`src/hdl/skt_pkg.sv`:
```
`timescale 1ns / 1ps
`default_nettype none
package skt_pkg;
   localparam int KeyWidth  = 32;
   localparam int NameWidth = 152;
   localparam int PosWidth  = 6;

   typedef enum logic [1:0] {
      REQ_INSERT = 2'd0,
      REQ_REMOVE = 2'd1,
      REQ_LOOKUP = 2'd2,
      REQ_LIST   = 2'd3
   } req_kind_type;

   typedef enum logic [2:0] {
      ST_OK       = 3'd0,
      ST_EMPTY    = 3'd1,
      ST_NOTFOUND = 3'd2,
      ST_DUP      = 3'd3,
      ST_FULL     = 3'd4,
      ST_BADKEY   = 3'd5
   } status_type;

   typedef struct packed {
      logic [KeyWidth-1:0]  key;
      logic [NameWidth-1:0] name;
      logic                 gender;
   } record_type;

   // shift command broadcast to every cell
   typedef struct packed {
      logic       insert;
      logic       remove;
      record_type data;
   } cell_cmd_type;

   typedef enum logic [1:0] {
      S_IDLE,
      S_LIST,
      S_OUT
   } state_type;
endpackage
`default_nettype wire

```
`src/hdl/skt_cell.sv`:
```
`timescale 1ns / 1ps
`default_nettype none
module skt_cell (
   input  wire logic               clock,
   input  wire skt_pkg::cell_cmd_type cmd,
   input  wire logic               valid,
   input  wire logic               left_valid,
   input  wire logic               left_greater,
   input  wire skt_pkg::record_type left_data,
   input  wire skt_pkg::record_type right_data,
   output logic                    greater,
   output logic                    match,
   output skt_pkg::record_type     data
);
   import skt_pkg::*;
   record_type data_ff, data_in;

   assign data    = data_ff;
   // stored key larger than the command key; invalid cells count as larger
   assign greater = !valid || (data_ff.key > cmd.data.key);
   assign match   = valid && (data_ff.key == cmd.data.key);

   always_comb begin
      data_in = data_ff;
      if (cmd.insert) begin
         if (greater) begin
            // left neighbour greater too: take its record, else take new one
            if (left_valid && left_greater) data_in = left_data;
            else data_in = cmd.data;
         end
      end else if (cmd.remove) begin
         // shift down from the match point onward
         if (match || (left_valid && (left_data.key >= cmd.data.key) && valid))
            data_in = right_data;
      end
   end

   always_ff @(posedge clock) begin
      data_ff <= data_in;
   end
endmodule
`default_nettype wire

```
`config.mk`:
```
export PLATFORM = sky130hd
export DESIGN_NAME = skt_cell
export DESIGN_NICKNAME = d
export VERILOG_FILES = /design/src/hdl/skt_pkg.sv /design/src/hdl/skt_cell.sv
export SDC_FILE = /design/constraint.sdc
export NUM_CORES = 1
export LEC_CHECK = 0
export BUFFER_PORTS_ARGS = -buffer_cell sky130_fd_sc_hd__buf_2
export CAP_MARGIN = 20
export CORE_AREA = 2 2 289 291
export DETAILED_ROUTE_END_ITERATION = 12
export DIE_AREA = 0 0 291 293
export GPL_ROUTABILITY_DRIVEN = 0
export HOLD_SLACK_MARGIN = 0.08
export SYNTH_ARGS = -nofsm -noshare
export SYNTH_HDL_FRONTEND = slang
export SYNTH_SLANG_ARGS = --single-unit
```
`constraint.sdc`:
```
create_clock -name clock -period 8.23 [get_ports clock]
set_input_delay 1.646 -clock clock [delete_from_list [all_inputs] [get_ports clock]]
set_output_delay 1.646 -clock clock [all_outputs]
set_load 0.03 [all_outputs]
```
==> flow_metrics.tcl, run 1 <==
set metrics [dict create \
    status "completed" \
    synth-simple-area-share_pct 22.4 \
    drt_iter0_drc 712 \
    yosysSeqAreaShare_pct 51.8 \
    synth_area_leaders "edfxtp_1 52%, nand2_1 13%, a31oi_1 11%" \
    worst_hold_path_type "reg -> reg" \
    path_class "in -> out" \
    final.setup.tns_ps 0 \
    setup_viol 0 \
    overflow 0 \
    cts_setup_buffers 0 \
    drt_first_pass_iters 5 \
    ff2ff_path_depth 7 \
    rows 105 \
    grt_max_degree 179 \
    hp-start "data[168]" \
    synth.most_common_cell "nand2_1" \
    crit_slowest_cell "or4_4" \
    crit_arrival_ps 3450 \
    start_util_pct 13.1 \
    post_synth.cell_area_avg_um2 8.87 \
    netlist_area_um2 10700 \
    crit_fanout 3 \
    ys_top_cells_by_count "383 x nand2_1, 187 x nor2_1, 186 x a31oi_1, 185 x edfxtp_1" \
    holdPathStages 6 \
    crit_required_ps 6580 \
    drive_gt1_share_pct 41.7 \
    die_width_um 291 \
    start_kind "input pin" \
    clk_latency_ps 480 \
    largest_register_ffs 185 \
    setup_ws_ps 3130 \
    maxSlewHeadroom_pct 30.9 \
    synthAdderAreaFrac_pct 7.47 \
    htreeDepth 4 \
    reg2reg_slack_ps 4980 \
    clock_skew_ps 15.8 \
    cts_root_buf "clkbuf_16" \
    die_h_um 293 \
    synth_top_family_by_area "simple AND/OR/NAND/NOR gates" \
    cts_resized 0 \
    cts_buffers 17 \
    clk_pin_slew_ps 80 \
    r2r_start "data[179]" \
    ys.flop_type "edfxtp_1" \
    crit_chain "buf_2 -> inv_1 -> ha_1 -> nand3_2 -> or4_4 -> nor2_1 -> nand2_1 -> o22ai_2 -> buf_2" \
    timing.rr.end "data[59]" \
    dieArea_um2 85300 \
    wl_per_cell_um 17.5 \
    yosysUniqueCellTypes 43 \
    final_cell_area_um2 16300 \
    final_util_pct 19.9 \
    place_ws_ps 3120 \
    antenna_found_initial 24 \
    grt_pass1_wl_um 74000 \
    slew_violations 0 \
    drt_wl_total_um 52400 \
    irDropWorstVdd_mv 0.141 \
    syn_nets 1833 \
    rsz0062_at_grt "no" \
    vias 11876 \
    cts_hold_buf 0 \
    total_power_mw 2.88 \
    clock_path_buffers 2 \
    yosysWarnings 0 \
    synth_mux_area_share_pct 0 \
    hpwl_um 42600 \
    dpl-instance-area_um2 15600 \
    regArea_um2 5560 \
    cts_sinks 185 \
    ant_nets 0 \
    synthXorXnorAreaFrac_pct 0 \
    multi_input_area_um2 4730 \
    synth_edf_count 185 \
    num_io_pins 748 \
    end_kind "primary output" \
    syn_to_final_growth_pct 51.6 \
    power_density_nw_per_um2 177 \
    cp_common_cell "buf_2" \
    drv_cap 0 \
    grtUsageTotal_pct 11.8 \
    viasPerCell 3.97 \
    tightest_slew_ps 1040 \
    postSynthCellCount 1208 \
    synth_top_area_share_pct 51.8 \
    ys_ff_latch 185 \
    grt_pass1_vias 11509 \
    synth_compound_gate_area_share_pct 14.0 \
    timing.final.crit_share_pct 61.9 \
    remaining_drc_errors 0 \
    yosysTopAreaCell "edfxtp_1" \
    cts_tree "built" \
    async_flop_share_pct 0 \
    min_period_ps 5100 \
    p_leak_nw 7.37 \
    nets 2525 \
    fmax_mhz 196 \
    hold_viol 0 \
    fill_cells 9178 \
    core-area_um2 81800 \
    holdPathEnd "data[168]" \
    max_stage_delay_ps 570 \
    portBuffers 747 \
]
[cell usage in the layout, fill, tap and decap left out, types with 2 or more instances in the layout]
cell | netlist | routed
a211oi_1 | 2 | 2
a21o_1 | 5 | 5
a21oi_1 | 22 | 22
a31oi_1 | 186 | 186
and3_1 | 2 | 2
and4_1 | 2 | 2
buf_12 | 0 | 3
buf_2 | 16 | 746
buf_4 | 0 | 5
bufinv_16 | 0 | 2
clkbuf_16 | 0 | 17
clkinv_8 | 0 | 2
clkinvlp_4 | 0 | 2
diode_2 | 0 | 11
edfxtp_1 | 185 | 185
ha_1 | 64 | 64
inv_1 | 34 | 34
inv_6 | 0 | 2
inv_8 | 0 | 6
nand2_1 | 383 | 382
nand3_1 | 3 | 3
nand4_1 | 10 | 10
nor2_1 | 187 | 187
nor2b_1 | 2 | 2
nor3_1 | 4 | 4
o211ai_1 | 2 | 2
o21a_1 | 3 | 3
o21ai_0 | 7 | 7
o41ai_1 | 2 | 2
[worst max-delay path by stage]
stage,cells after the start,endpoint,start
2_1_floorplan,7,data[0],cmd[184]
6_report,9,greater,cmd[184]
5_1_grt,9,greater,cmd[176]
3_3_place_gp,9,greater,cmd[181]
3_5_place_dp,9,greater,cmd[181]
4_1_cts,9,greater,cmd[181]
[report_power, final]
| part | leakage (nW) | switching, mW | internal [mW] |
|---|---|---|---|
| sequential | 1.78 | 0.0335 | 1.16 |
| clock | 0.301 | 0.448 | 0.467 |
| combinational | 5.29 | 0.514 | 0.257 |
[critical path, delay by kind of cell]
| kind | cells | cell delay (ps) |
|---|---|---|
| adder cells (fa/ha/maj) | 1 | 300 |
| AO/OA/AOI/OAI | 1 | 180 |
| AND/OR/NAND/NOR | 4 | 920 |
| buffers and inverters | 3 | 400 |
[cell families (layout without fill, tap and decap cells)]
logic type | after synthesis | in the layout
other | 0 | 11
and+or+nand+nor | 605 | 605
adders and majority gates | 64 | 64
AOI/OAI and AO/OA | 237 | 237
DFF | 185 | 185
buffers and inverters | 117 | 822
[cell type report]
cell class | instances | area share, %
inverter | 35 | 0.808
clock inverter | 15 | 1.24
clock buffer | 17 | 2.62
timing repair buffer | 755 | 23.7
multi-input combinational | 906 | 29.1
tap | 1070 | 8.24
antenna | 11 | 0.169
sequential | 185 | 34.2
[routing by layer]
layer  track usage (%)  up-vias  wire length [um]
met2              18.4      626             24100
met3              4.17      101              4810
li1                  -     5671                 -
met4              7.10       14              2330
met5                 0        -                92
met1              14.0     5464             21100
[stage by stage]
stage | hold slack, ps | instances
3_3_place_gp | 1330 | 2951
6_report | 1370 | 2994
4_1_cts | 1360 | 2983
2_1_floorplan | 1900 | 1208
5_1_grt | 1450 | 2993
3_5_place_dp | 1350 | 2951
Note: power is estimated with default switching activity, not from simulation.
==> inputs of run 2 (changes only) <==
--- a/config.mk
+++ b/config.mk
@@ -7,9 +7,9 @@
 export LEC_CHECK = 0
 export BUFFER_PORTS_ARGS = -buffer_cell sky130_fd_sc_hd__buf_2
 export CAP_MARGIN = 20
-export CORE_AREA = 2 2 289 291
+export CORE_AREA = 2 2 292 294
 export DETAILED_ROUTE_END_ITERATION = 12
-export DIE_AREA = 0 0 291 293
+export DIE_AREA = 0 0 294 296
 export GPL_ROUTABILITY_DRIVEN = 0
 export HOLD_SLACK_MARGIN = 0.08
 export SYNTH_ARGS = -nofsm -noshare
==> constraint.sdc (replaced) <==
create_clock -name clock -period 5 [get_ports clock]
set_input_delay 1 -clock clock [delete_from_list [all_inputs] [get_ports clock]]
set_output_delay 1 -clock clock [all_outputs]
set_load 0.03 [all_outputs]
==> flow_metrics.tcl, run 2 (synthesized netlist as in run 1, its figures left out) <==
set metrics [dict create \
    clockPowerShare_pct 29.4 \
    die_width_um 294 \
    ff2ff_path_depth 9 \
    cts_setup_buffers 0 \
    remaining_drc_errors 0 \
    fill_cells 9421 \
    htreeDepth 4 \
    crit_path_end "greater" \
    maxSlewHeadroom_pct 34.4 \
    cts_buffers 17 \
    grtUsageTotal_pct 10.7 \
    status "completed" \
    final_cell_area_um2 16500 \
    cp-startpoint "cmd[162]" \
    reg2reg_slack_ps 1790 \
    syn_to_final_growth_pct 53.8 \
    crit_chain "buf_2 -> inv_12 -> ha_4 -> nand4_1 -> nor4_2 -> nand4_1 -> nor3_4 -> o22ai_2 -> buf_2" \
    path_class "in -> out" \
    p_int_mw 3.01 \
    sw_frac_of_total_pct 35.1 \
    core-area_um2 84200 \
    hold_viol 0 \
    grt_pass1_wl_um 67200 \
    power_density_nw_per_um2 282 \
    timing.rr.end "data[93]" \
    vias 11791 \
    irDropWorstVdd_mv 0.264 \
    drive_gt1_share_pct 42.9 \
    cts_sinks 185 \
    dpl-instance-area_um2 15900 \
    max_stage_delay_ps 450 \
    total_power_mw 4.64 \
    drt_iter0_drc 598 \
    overflow 0 \
    clk_latency_ps 500 \
    clk_pin_slew_ps 70 \
    r2r_start "data[163]" \
    worst_hold_path_type "in -> reg" \
    cts_root_buf "clkbuf_16" \
    worst-path-stages 9 \
    dieArea_um2 87000 \
    crit_required_ps 4000 \
    hpwl_um 40900 \
    tightest_slew_ps 972 \
    crit_arrival_ps 3030 \
    wl_per_cell_um 16.5 \
    crit_fanout 3 \
    hold_ws_ps 839 \
    comb_power_share_pct 28.3 \
    timing.final.crit_share_pct 80.5 \
    setup_viol 0 \
    viasPerCell 3.91 \
    drt_first_pass_iters 5 \
    portBuffers 747 \
    start_util_pct 12.7 \
    cts_tree "built" \
    clock_path_buffers 2 \
    clock_skew_ps 9.39 \
    p_leak_nw 7.43 \
    end_kind "primary output" \
    largest_register_ffs 185 \
    final_common_cell "buf_2" \
    start_kind "input pin" \
    num_io_pins 748 \
    instances_no_fill 3019 \
    min_period_ps 4030 \
    grt_max_degree 148 \
    ant_nets 0 \
    crit_slowest_cell "nor4_2" \
    mostFrequentLayoutCells "746 x buf_2, 382 x nand2_1, 187 x nor2_1" \
    rsz0062_at_grt "no" \
    fmax_mhz 248 \
    antenna_found_initial 13 \
    slew_violations 0 \
    rows 107 \
    die_h_um 296 \
    cts_hold_buf 0 \
    grt_pass1_vias 10916 \
    path_buf_inv 3 \
    final.setup.tns_ps 0 \
    drv_cap 0 \
    cts_resized 0 \
    drt_wl_total_um 49900 \
    pwr-share-seq_pct 42.4 \
    power_switching_mw 1.63 \
    path_delay_family "simple AND/OR/NAND/NOR gates" \
    dpl.cell_count 2985 \
    nets 2539 \
]
## run 2: changes by cell type in the layout (fill, tap and decap cells not counted), moves of 6 or more
cell and change:
buf_12 +6, inv_1 -8, diode_2 -9, ha_1 -7, buf_4 +8, ha_4 +7
## run 2: stage by stage
step                      util, %  worst slack (ps)
after detailed placement     18.9               846
after global routing         19.6               886
final                        19.6               975
after CTS                    19.6               999
after global placement       18.9               956
after floorplan                 -              -654
## run 2: area by class of cell
class	instances	area, um2	share of cell area, %
Sequential cell	185	5560	33.7
Multi-Input combinational cell	906	4830	29.3
Timing Repair Buffer	769	4030	24.4
Tap cell	1090	1360	8.27
Clock buffer	18	429	2.60
Inverter	35	151	0.918
Clock inverter	14	124	0.751
Antenna cell	2	5.00	0.0304
## run 2: metal layers
layer / up-vias / global-route usage (%) / share of wire, %
li1: 5686 / - / -
met1: 5404 / 13.1 / 42
met2: 621 / 17.0 / 46
met3: 68 / 3.03 / 8.2
met4: 12 / 5.44 / 3.5
met5: - / 0 / 0.15
## run 2: worst min-delay path, stage by stage
cell and delay (ps):
buf_2 80, nor2_1 30, a31oi_1 120
## run 2: worst min path at each step
stage	start	to	slack [ps]	cells past startpoint
floorplan	right_data[104]	data[104]	1250	2
global placement	right_data[7]	data[7]	1340	3
detailed placement	right_data[151]	data[151]	1350	3
CTS	right_data[2]	data[2]	780	3
global route	right_data[116]	data[116]	800	3
finish	right_data[178]	data[178]	840	3
## run 2: power by group through the flow
stage	sequential, mW	clock (mW)	combinational [mW]
floorplan	2.31	0	0.406
global placement	2.00	0	1.31
detailed placement	2.00	0	1.32
CTS	1.97	1.44	1.32
global route	1.98	1.49	1.42
finish	1.97	1.36	1.31
